### config.mk
export PLATFORM = sky130hd
export DESIGN_NAME = command_frame_receiver_top
export DESIGN_NICKNAME = d
export VERILOG_FILES = /design/src/rtl/core/cfr_pkg.sv /design/src/rtl/core/command_frame_receiver_top.sv /design/src/rtl/core/cfr_parser.sv
export SDC_FILE = /design/constraint.sdc
export NUM_CORES = 1
export LEC_CHECK = 0
export BUFFER_PORTS_ARGS = -buffer_cell sky130_fd_sc_hd__buf_2
export CORE_MARGIN = 1.5
export CORE_UTILIZATION = 40
export CTS_BUF_LIST = sky130_fd_sc_hd__clkbuf_4 sky130_fd_sc_hd__clkbuf_8
export DETAILED_ROUTE_END_ITERATION = 10
export HOLD_SLACK_MARGIN = 0.1
export PLACE_DENSITY_LB_ADDON = 0.3
export SYNTH_ARGS = -nofsm -noshare
export SYNTH_HDL_FRONTEND = slang
export SYNTH_HIERARCHICAL = 1
export SYNTH_SLANG_ARGS = --single-unit
### constraint.sdc
create_clock -name clk -period 20.2 [get_ports clk]
set_input_delay 5.05 -clock clk [delete_from_list [all_inputs] [get_ports clk]]
set_output_delay 5.05 -clock clk [all_outputs]
set_load 0.01 [all_outputs]
### src/rtl/core/cfr_pkg.sv
`timescale 1ns / 1ps
`default_nettype none

package cfr_pkg;

  // Frame kinds as reported on the result channel
  typedef enum logic [1:0] {
    KIND_CXN = 2'd0,
    KIND_CNF = 2'd1,
    KIND_CNT = 2'd2,
    KIND_DCX = 2'd3
  } kind_t;

  // Header characters (ASCII)
  localparam logic [7:0] CH_C = 8'h43;
  localparam logic [7:0] CH_D = 8'h44;
  localparam logic [7:0] CH_F = 8'h46;
  localparam logic [7:0] CH_N = 8'h4E;
  localparam logic [7:0] CH_T = 8'h54;
  localparam logic [7:0] CH_X = 8'h58;

  // Payload lengths, address byte included
  localparam logic [2:0] LEN_CNF   = 3'd4;
  localparam logic [2:0] LEN_CNT   = 3'd3;
  localparam logic [2:0] LEN_SHORT = 3'd1;

  // One result beat
  typedef struct packed {
    kind_t       frame_kind;
    logic        link_up;
    logic [7:0]  peer_address;
    logic [7:0]  speed_setpoint;
    logic [7:0]  emergency_stop;
    logic [7:0]  accel_setpoint;
    logic [15:0] cable_length;
    logic        setpoint_changed;
  } result_t;

endpackage

`default_nettype wire

### src/rtl/core/command_frame_receiver_top.sv
// Takes one byte per cycle; in_stall rises only while both the output
// register and the skid register hold results that have not been taken.
// The result of a frame goes from the parser straight into the output
// register, or into the skid register while out_stall holds the output back.
// Reset (rst, synchronous) clears the parser, the link state, the setpoints
// and the valid flags of both result registers; the block takes bytes the cycle after.
`timescale 1ns / 1ps
`default_nettype none

module command_frame_receiver_top (
  input  wire logic        clk,
  input  wire logic        rst,
  input  wire logic        in_valid,
  output logic             in_stall,
  input  wire logic [7:0]  rx_byte,
  output logic             out_valid,
  input  wire logic        out_stall,
  output logic [1:0]       frame_kind,
  output logic             link_up,
  output logic [7:0]       peer_address,
  output logic [7:0]       speed_setpoint,
  output logic [7:0]       emergency_stop,
  output logic [7:0]       accel_setpoint,
  output logic [15:0]      cable_length,
  output logic             setpoint_changed
);
  import cfr_pkg::*;

  logic    beat;
  logic    res_valid;
  result_t res;
  result_t out_q;
  result_t skid_q;
  logic    skid_valid;

  assign in_stall = skid_valid;
  assign beat     = in_valid && !skid_valid;

  cfr_parser u_parser (
    .clk       (clk),
    .rst       (rst),
    .beat      (beat),
    .rx_byte   (rx_byte),
    .res_valid (res_valid),
    .res       (res)
  );

  // Output register with one skid entry
  always_ff @(posedge clk) begin
    if (rst) begin
      out_valid  <= 1'b0;
      skid_valid <= 1'b0;
    end else if (out_valid && !out_stall) begin
      if (skid_valid) begin
        out_q      <= skid_q;
        skid_valid <= 1'b0;
      end else if (res_valid) begin
        out_q <= res;
      end else begin
        out_valid <= 1'b0;
      end
    end else if (!out_valid) begin
      if (res_valid) begin
        out_q     <= res;
        out_valid <= 1'b1;
      end
    end else if (res_valid) begin
      skid_q     <= res;
      skid_valid <= 1'b1;
    end
  end

  assign frame_kind       = out_q.frame_kind;
  assign link_up          = out_q.link_up;
  assign peer_address     = out_q.peer_address;
  assign speed_setpoint   = out_q.speed_setpoint;
  assign emergency_stop   = out_q.emergency_stop;
  assign accel_setpoint   = out_q.accel_setpoint;
  assign cable_length     = out_q.cable_length;
  assign setpoint_changed = out_q.setpoint_changed;

endmodule

`default_nettype wire

### src/rtl/core/cfr_parser.sv
`timescale 1ns / 1ps
`default_nettype none

module cfr_parser (
  input  wire logic            clk,
  input  wire logic            rst,
  input  wire logic            beat,
  input  wire logic [7:0]      rx_byte,
  output logic                 res_valid,
  output cfr_pkg::result_t     res
);
  import cfr_pkg::*;

  localparam logic [2:0] PH_HDR0    = 3'd0;
  localparam logic [2:0] PH_HDR1    = 3'd1;
  localparam logic [2:0] PH_HDR2    = 3'd2;
  localparam logic [2:0] PH_PAYLOAD = 3'd3;

  // Parser and link state
  logic [2:0]  phase, phase_next;
  kind_t       kind_seen, kind_seen_next;
  logic [7:0]  sum, sum_next;
  logic [7:0]  payload [4];
  logic [7:0]  payload_next [4];
  logic        mode_conn, mode_conn_next;
  logic        connected, connected_next;
  logic [7:0]  address, address_next;
  logic [7:0]  speed, speed_next;
  logic [7:0]  stop, stop_next;
  logic [7:0]  accel, accel_next;
  logic [15:0] length, length_next;
  logic [31:0] reported, reported_next;

  logic [2:0]  k;
  logic [2:0]  plen;
  logic        emit;
  logic        addr_ok;
  logic [31:0] now;

  assign k       = phase - PH_PAYLOAD;
  assign addr_ok = (payload[0] == address);

  always_comb begin
    unique case (kind_seen)
      KIND_CNF: plen = LEN_CNF;
      KIND_CNT: plen = LEN_CNT;
      default:  plen = LEN_SHORT;
    endcase
  end

  // Per-beat state transition
  always_comb begin
    phase_next     = phase;
    kind_seen_next = kind_seen;
    sum_next       = sum;
    payload_next   = payload;
    mode_conn_next = mode_conn;
    connected_next = connected;
    address_next   = address;
    speed_next     = speed;
    stop_next      = stop;
    accel_next     = accel;
    length_next    = length;
    emit           = 1'b0;
    if (beat) begin
      priority case (phase)
        PH_HDR0: begin
          mode_conn_next = connected;
          if (connected ? (rx_byte == CH_C || rx_byte == CH_D) : (rx_byte == CH_C)) begin
            payload_next[0] = rx_byte;
            sum_next        = rx_byte;
            phase_next      = PH_HDR1;
          end else begin
            phase_next = PH_HDR0;
            sum_next   = 8'd0;
          end
        end
        PH_HDR1: begin
          if (mode_conn ? (rx_byte == CH_N || rx_byte == CH_C) : (rx_byte == CH_X)) begin
            payload_next[1] = rx_byte;
            sum_next        = sum + rx_byte;
            phase_next      = PH_HDR2;
          end else begin
            phase_next = PH_HDR0;
            sum_next   = 8'd0;
          end
        end
        PH_HDR2: begin
          phase_next = PH_PAYLOAD;
          sum_next   = sum + rx_byte;
          if (!mode_conn) begin
            if (payload[0] == CH_C && payload[1] == CH_X && rx_byte == CH_N) begin
              kind_seen_next = KIND_CXN;
            end else begin
              phase_next = PH_HDR0;
              sum_next   = 8'd0;
            end
          end else if (payload[0] == CH_C && payload[1] == CH_N && rx_byte == CH_F) begin
            kind_seen_next = KIND_CNF;
          end else if (payload[0] == CH_C && payload[1] == CH_N && rx_byte == CH_T) begin
            kind_seen_next = KIND_CNT;
          end else if (payload[0] == CH_D && payload[1] == CH_C && rx_byte == CH_X) begin
            kind_seen_next = KIND_DCX;
          end else begin
            phase_next = PH_HDR0;
            sum_next   = 8'd0;
          end
        end
        default: begin
          if (k < plen) begin
            // payload byte
            payload_next[k[1:0]] = rx_byte;
            sum_next             = sum + rx_byte;
            phase_next           = phase + 3'd1;
          end else begin
            // checksum byte closes the frame
            phase_next = PH_HDR0;
            sum_next   = 8'd0;
            if (rx_byte == sum) begin
              unique case (kind_seen)
                KIND_CXN: begin
                  emit           = 1'b1;
                  connected_next = 1'b1;
                  address_next   = payload[0];
                end
                KIND_CNF: begin
                  emit = addr_ok;
                  if (addr_ok) begin
                    accel_next  = payload[1];
                    length_next = {payload[2], payload[3]};
                  end
                end
                KIND_CNT: begin
                  emit = addr_ok;
                  if (addr_ok) begin
                    speed_next = payload[1];
                    stop_next  = payload[2];
                  end
                end
                KIND_DCX: begin
                  emit = 1'b1;
                  if (addr_ok) begin
                    connected_next = 1'b0;
                    address_next   = 8'd0;
                  end
                end
              endcase
            end
          end
        end
      endcase
    end
  end

  // Result built from the updated state
  assign now           = {speed_next, accel_next, length_next};
  assign reported_next = emit ? now : reported;

  always_comb begin
    res.frame_kind       = kind_seen;
    res.link_up          = connected_next;
    res.peer_address     = address_next;
    res.speed_setpoint   = speed_next;
    res.emergency_stop   = stop_next;
    res.accel_setpoint   = accel_next;
    res.cable_length     = length_next;
    res.setpoint_changed = (now != reported);
  end
  assign res_valid = emit;

  always_ff @(posedge clk) begin
    payload <= payload_next;
    if (rst) begin
      phase     <= PH_HDR0;
      kind_seen <= KIND_CXN;
      sum       <= 8'd0;
      mode_conn <= 1'b0;
      connected <= 1'b0;
      address   <= 8'd0;
      speed     <= 8'd0;
      stop      <= 8'd0;
      accel     <= 8'd0;
      length    <= 16'd0;
      reported  <= 32'd0;
    end else begin
      phase     <= phase_next;
      kind_seen <= kind_seen_next;
      sum       <= sum_next;
      mode_conn <= mode_conn_next;
      connected <= connected_next;
      address   <= address_next;
      speed     <= speed_next;
      stop      <= stop_next;
      accel     <= accel_next;
      length    <= length_next;
      reported  <= reported_next;
    end
  end

endmodule

`default_nettype wire

After elaboration in Yosys (flattened, before gate mapping):

Index checks and enable logic that the tools add are counted.

* register bits after elaboration: 233
* input bits: 12
* word-level logic and storage cells: 188
* output and inout bits: 54

* reductions and logical operators: 34
* mux-type cells: 84
* add/subtract/negate cells: 3
* bitwise gates (word level): 6
* magnitude comparators: 3
* eq/ne operators: 25

Operators by type and width (number)
* 8-bit 2-to-1 mux: 34
* 52-bit 2-to-1 mux: 4
* 16-bit 2-to-1 mux: 6
* 8-bit by 7-bit equality test with 1-bit output, second input constant: 11
* 8-bit case mux with 2 select lines: 3
* 32-bit bitwise mux: 1
* 32-bit 2-to-1 mux: 1
* 32-bit inequality test: 1
* 8-bit case mux with 3 select lines: 1
* 1-bit 2-to-1 mux: 17
* 8-bit demux with 2-bit select: 1
* 8-bit equality test: 2
* 2-bit 2-to-1 mux: 8
* 4-bit AND reduction: 4
* 3-bit 2-to-1 mux: 4
* 1-bit logical AND: 10
* 2-bit OR reduction: 5
* 3-bit case mux with 3 select lines: 1
* 8-bit adder: 1
* 2-bit AND reduction: 4
* 2-bit by 1-bit inequality test with 1-bit output, second input constant: 3
* 3-bit case mux with 2 select lines: 1
* 2-bit nonzero test: 3
* 1-bit NOT: 5
* other kinds (19): 24

Logic depth before layout (Yosys ltp):

* depth after elaboration: 11
* gate-level depth with buffers: 16
* gate-level depth less buffers: 14

Hierarchy:

Netlist, hierarchy kept.

By module, submodules not included
* cfr_parser: cells each 754, sequential area each 2862.7 µm², instances 1, area each 6419.9 µm²
* command_frame_receiver_top: cells each 232, sequential area each 3163.0 µm², instances 1, area each 4888.4 µm²

Least setup slack after synthesis:

OpenSTA, ideal clock, no wires.

* path type: input -> register
* from: input port rx_byte[2]
* to: register skid_q[0] (netlist bit) (enable)
* setup time: 0.526 ns
* required time: 19.674 ns
* path slack: 9.047 ns
* arrival time: 10.628 ns
* buffers on the path: 4
* stages: 11
* cell sequence: ha_1 nor4b_1 nand2_1 nor4_1 and2_1 clkbuf_1 buf_1 buf_6 buf_6 inv_1 nor3_1

* word-level cells in the longest chain between the ends: 6

Ends and longest elaborated chain
* start, declared: line command_frame_receiver_top.sv:15 `input wire logic [7:0] rx_byte,`
* 8-bit equality test: line cfr_parser.sv:119 `if (rx_byte == sum) begin`
* 1-bit 2-to-1 mux: line cfr_parser.sv:119
* 1-bit 2-to-1 mux: line cfr_parser.sv:110 `if (k < plen) begin`
* 1-bit 2-to-1 mux: line cfr_parser.sv:66 `priority case (phase)`
* 1-bit 2-to-1 mux: line cfr_parser.sv:65 `if (beat) begin`
* net res_valid: line command_frame_receiver_top.sv:30 `logic res_valid;`
* 4-bit AND reduction (no line)
* end signal, assigned: line command_frame_receiver_top.sv:68 `skid_q <= res;`
* end, declared: line command_frame_receiver_top.sv:33 `result_t skid_q;`

The timed path passes the listed nets, and every way through them passes these cells.
A chain may end at the register's enable or synchronous reset.

==> results.json <==
{
  "dpl_cell_area_mm2": 0.0119,
  "place_hpwl_um": 17800,
  "holdPathStages": 2,
  "cts.sinks": 233,
  "fmax_mhz": 112,
  "r2r_slack_ns": 14.98,
  "io_pins": 66,
  "leakagePower_nw": 4.98,
  "maxSlewViolCount": 0,
  "yosysWarnings": 6,
  "die_x_um": 171,
  "cp.required_ns": 20.49,
  "crit_path_start_kind": "primary input",
  "dr_total_vias": 7556,
  "arrival_ns": 9.23,
  "multi_input_area_mm2": 0.00489,
  "postCtsSetupRepairBufs": 0,
  "synth-simple-area-share": 0.150,
  "netlist_area_mm2": 0.0113,
  "clock_skew_ns": 0.0198,
  "cts.path.max_buffers": 3,
  "die_h_um": 171,
  "drive_above_1_share": 0.247,
  "wire_per_inst_um": 18.2,
  "synthMostInstantiatedCell": "nand2_1",
  "rr_worst_depth": 14,
  "cts_hold_buffers": 0,
  "vdd_ir_drop_max_mv": 0.0317,
  "path_clk_slew_ns": 0.06,
  "first_pass_iters": 5,
  "hold_start": "u_parser/reported[12]",
  "synthCells": 986,
  "place_congestion": 0.871,
  "synth_nets": 1018,
  "cp-end-kind": "flop",
  "antenna_found_initial": 0,
  "synth_edf_count": 136,
  "ys_ff_latch": 233,
  "syn_area_per_cell_um2": 11.5,
  "wl_um": 26700,
  "finalHoldViolations": 0,
  "synthMuxAreaShare": 0.149,
  "seq_area_frac_synth": 0.533,
  "fillers": 2627,
  "grt_max_degree": 99,
  "fin_crit_sh": 0.443,
  "cts-root-buf": "clkbuf_8",
  "die-area_mm2": 0.0293,
  "grt_pass1_vias": 7218,
  "synth_top_flop_cell": "edfxtp_1",
  "syn2layout_area_growth_pct": 13.0,
  "synth_area_leaders": "edfxtp_1, dfxtp_1, mux2_4, nand2_1, a21oi_1",
  "r2r_end": "setpoint_changed",
  "r2r_start": "u_parser/kind_seen[1]",
  "fin_tns_setup_ns": 0,
  "grt_pass1_wl_um": 41400,
  "drtIter0Drc": 656,
  "crit_type": "primary input to flop",
  "final-setup-viol-count": 0,
  "row_count": 61,
  "cts_tree": "done",
  "post_drt_via_cell_ratio": 5.16,
  "diodes": 0,
  "start_util": 0.407,
  "synth_xor_area_frac": 0.0341,
  "synth_cell_types": 67,
  "ant_nets": 0,
  "asyncSetResetFlopFracSynth": 0,
  "relSlewSlack": 0.255,
  "synthAdderAreaFrac": 0.0228,
  "drcViolationCount": 0,
  "tightest_slew_ns": 1.12,
  "maxCapViolations": 0,
  "register_area_mm2": 0.00603,
  "overflow": 0,
  "cts.htree.levels": 2,
  "rsz0062_at_grt": "false",
  "numCtsBuffers": 41,
  "min_to": "u_parser/reported[12]",
  "coreArea_mm2": 0.0278,
  "stdcell_area_mm2": 0.0128,
  "numPortBuffers": 65,
  "cts_resized": 0,
  "power_density_mw_per_mm2": 79.9,
  "min_period_ns": 8.95,
  "synth_top_cell_by_area": "edfxtp_1",
  "worst-path-max-fanout": 25,
  "synth-compound-area-share": 0.0744,
  "fin_nets": 1086,
  "synth_top_area_share": 0.361,
  "status": "finished clean",
  "worstHoldPathType": "flop to flop",
  "synth_common_cells": "nand2_1, edfxtp_1, dfxtp_1, mux2_4, a21oi_1",
  "clock_latency_ns": 0.55,
  "grt_usage": 0.184,
  "synth_top_family_by_area": "simple AND/OR/NAND/NOR gates"
}
-- cell usage in the layout (no fill, tap or decap), types with 24 or more instances in the layout --
cell / count
nand2_1: 180
edfxtp_1: 136
dfxtp_1: 97
mux2_4: 96
a21oi_1: 70
buf_2: 64
clkbuf_8: 47
inv_1: 40
nor2b_1: 37
nor2_1: 32
o21ai_0: 24
-- per-stage QoR --
| stage | setup slack, ns | power (mW) | utilization | instances | hold WS (ns) |
|---|---|---|---|---|---|
| after global routing | 11.01 | 1.06 | 0.460 | 1465 | 0.474 |
| after floorplan | 9.05 | 0.553 | - | 986 | 0.432 |
| final | 11.25 | 1.02 | 0.460 | 1465 | 0.465 |
| after CTS | 11.40 | 1.03 | 0.460 | 1465 | 0.467 |
| after global placement | 10.91 | 0.569 | 0.428 | 1389 | 0.442 |
| after detailed placement | 10.78 | 0.570 | 0.428 | 1389 | 0.461 |
-- power breakdown --
group	internal, mW	switching, mW
clock network	0.266	0.195
logic	0.0232	0.0236
registers	0.508	0.00453
total	0.798	0.223
-- registers in the layout, summed over array words and instances (netlist names) --
signal              flops
u_parser/kind_seen      2
out_valid               1
peer_address            8
speed_setpoint          8
frame_kind              2
u_parser/mode_conn      1
link_up                 1
setpoint_changed        1
u_parser/reported      32
skid_q                 52
u_parser/accel          8
u_parser/speed          8
u_parser/address        8
u_parser/payload       32
u_parser/length        16
u_parser/stop           8
emergency_stop          8
in_stall                1
u_parser/connected      1
cable_length           16
accel_setpoint          8
u_parser/sum            8
u_parser/phase          3
-- logic make-up (layout without fill, tap and decap cells) --
family | count (synthesis) | in the layout
simple gates | 347 | 347
mux | 117 | 117
buf+inv | 85 | 186
compound gates | 140 | 140
fa+ha+maj | 20 | 20
xor+xnor | 44 | 44
flops | 233 | 233
-- routing by layer --
metal,GRT usage,vias to the layer above,share of wire
met5,0,-,0
met3,0.0310,48,0.054
met1,0.252,3648,0.46
met4,0.0614,0,0.022
li1,-,3631,-
met2,0.296,229,0.46
-- worst max-delay path by stage --
stage	start	end	slack, ns
floorplan	rx_byte[2]	skid_q[0]	9.05
detailed placement	rx_byte[3]	setpoint_changed	10.78
global route	rx_byte[3]	setpoint_changed	11.01
global placement	rx_byte[3]	setpoint_changed	10.91
CTS	rx_byte[3]	skid_q[11]	11.40
finish	rx_byte[3]	setpoint_changed	11.25
-- area by class of cell --
cell class,instances,area share
multi-input cells,668,0.383
clock inverters,7,0.00509
inverters,40,0.0117
clock buffers,69,0.0635
flip-flops and latches,233,0.472
repair buffers,70,0.0286
well taps,378,0.0370
-- worst max-delay path: stages --
cell and delay (ns):
buf_2 0.17, ha_1 0.37, nor4_1 0.46, o2111ai_1 0.29, nand4bb_1 0.48, nor2_2 0.92
mux2i_1 0.40, xnor2_1 0.10, nor4_1 0.29, nand4_1 0.15, mux2_2 0.28, mux2_2 0.26
No activity file was read; power rests on OpenSTA's default activity.
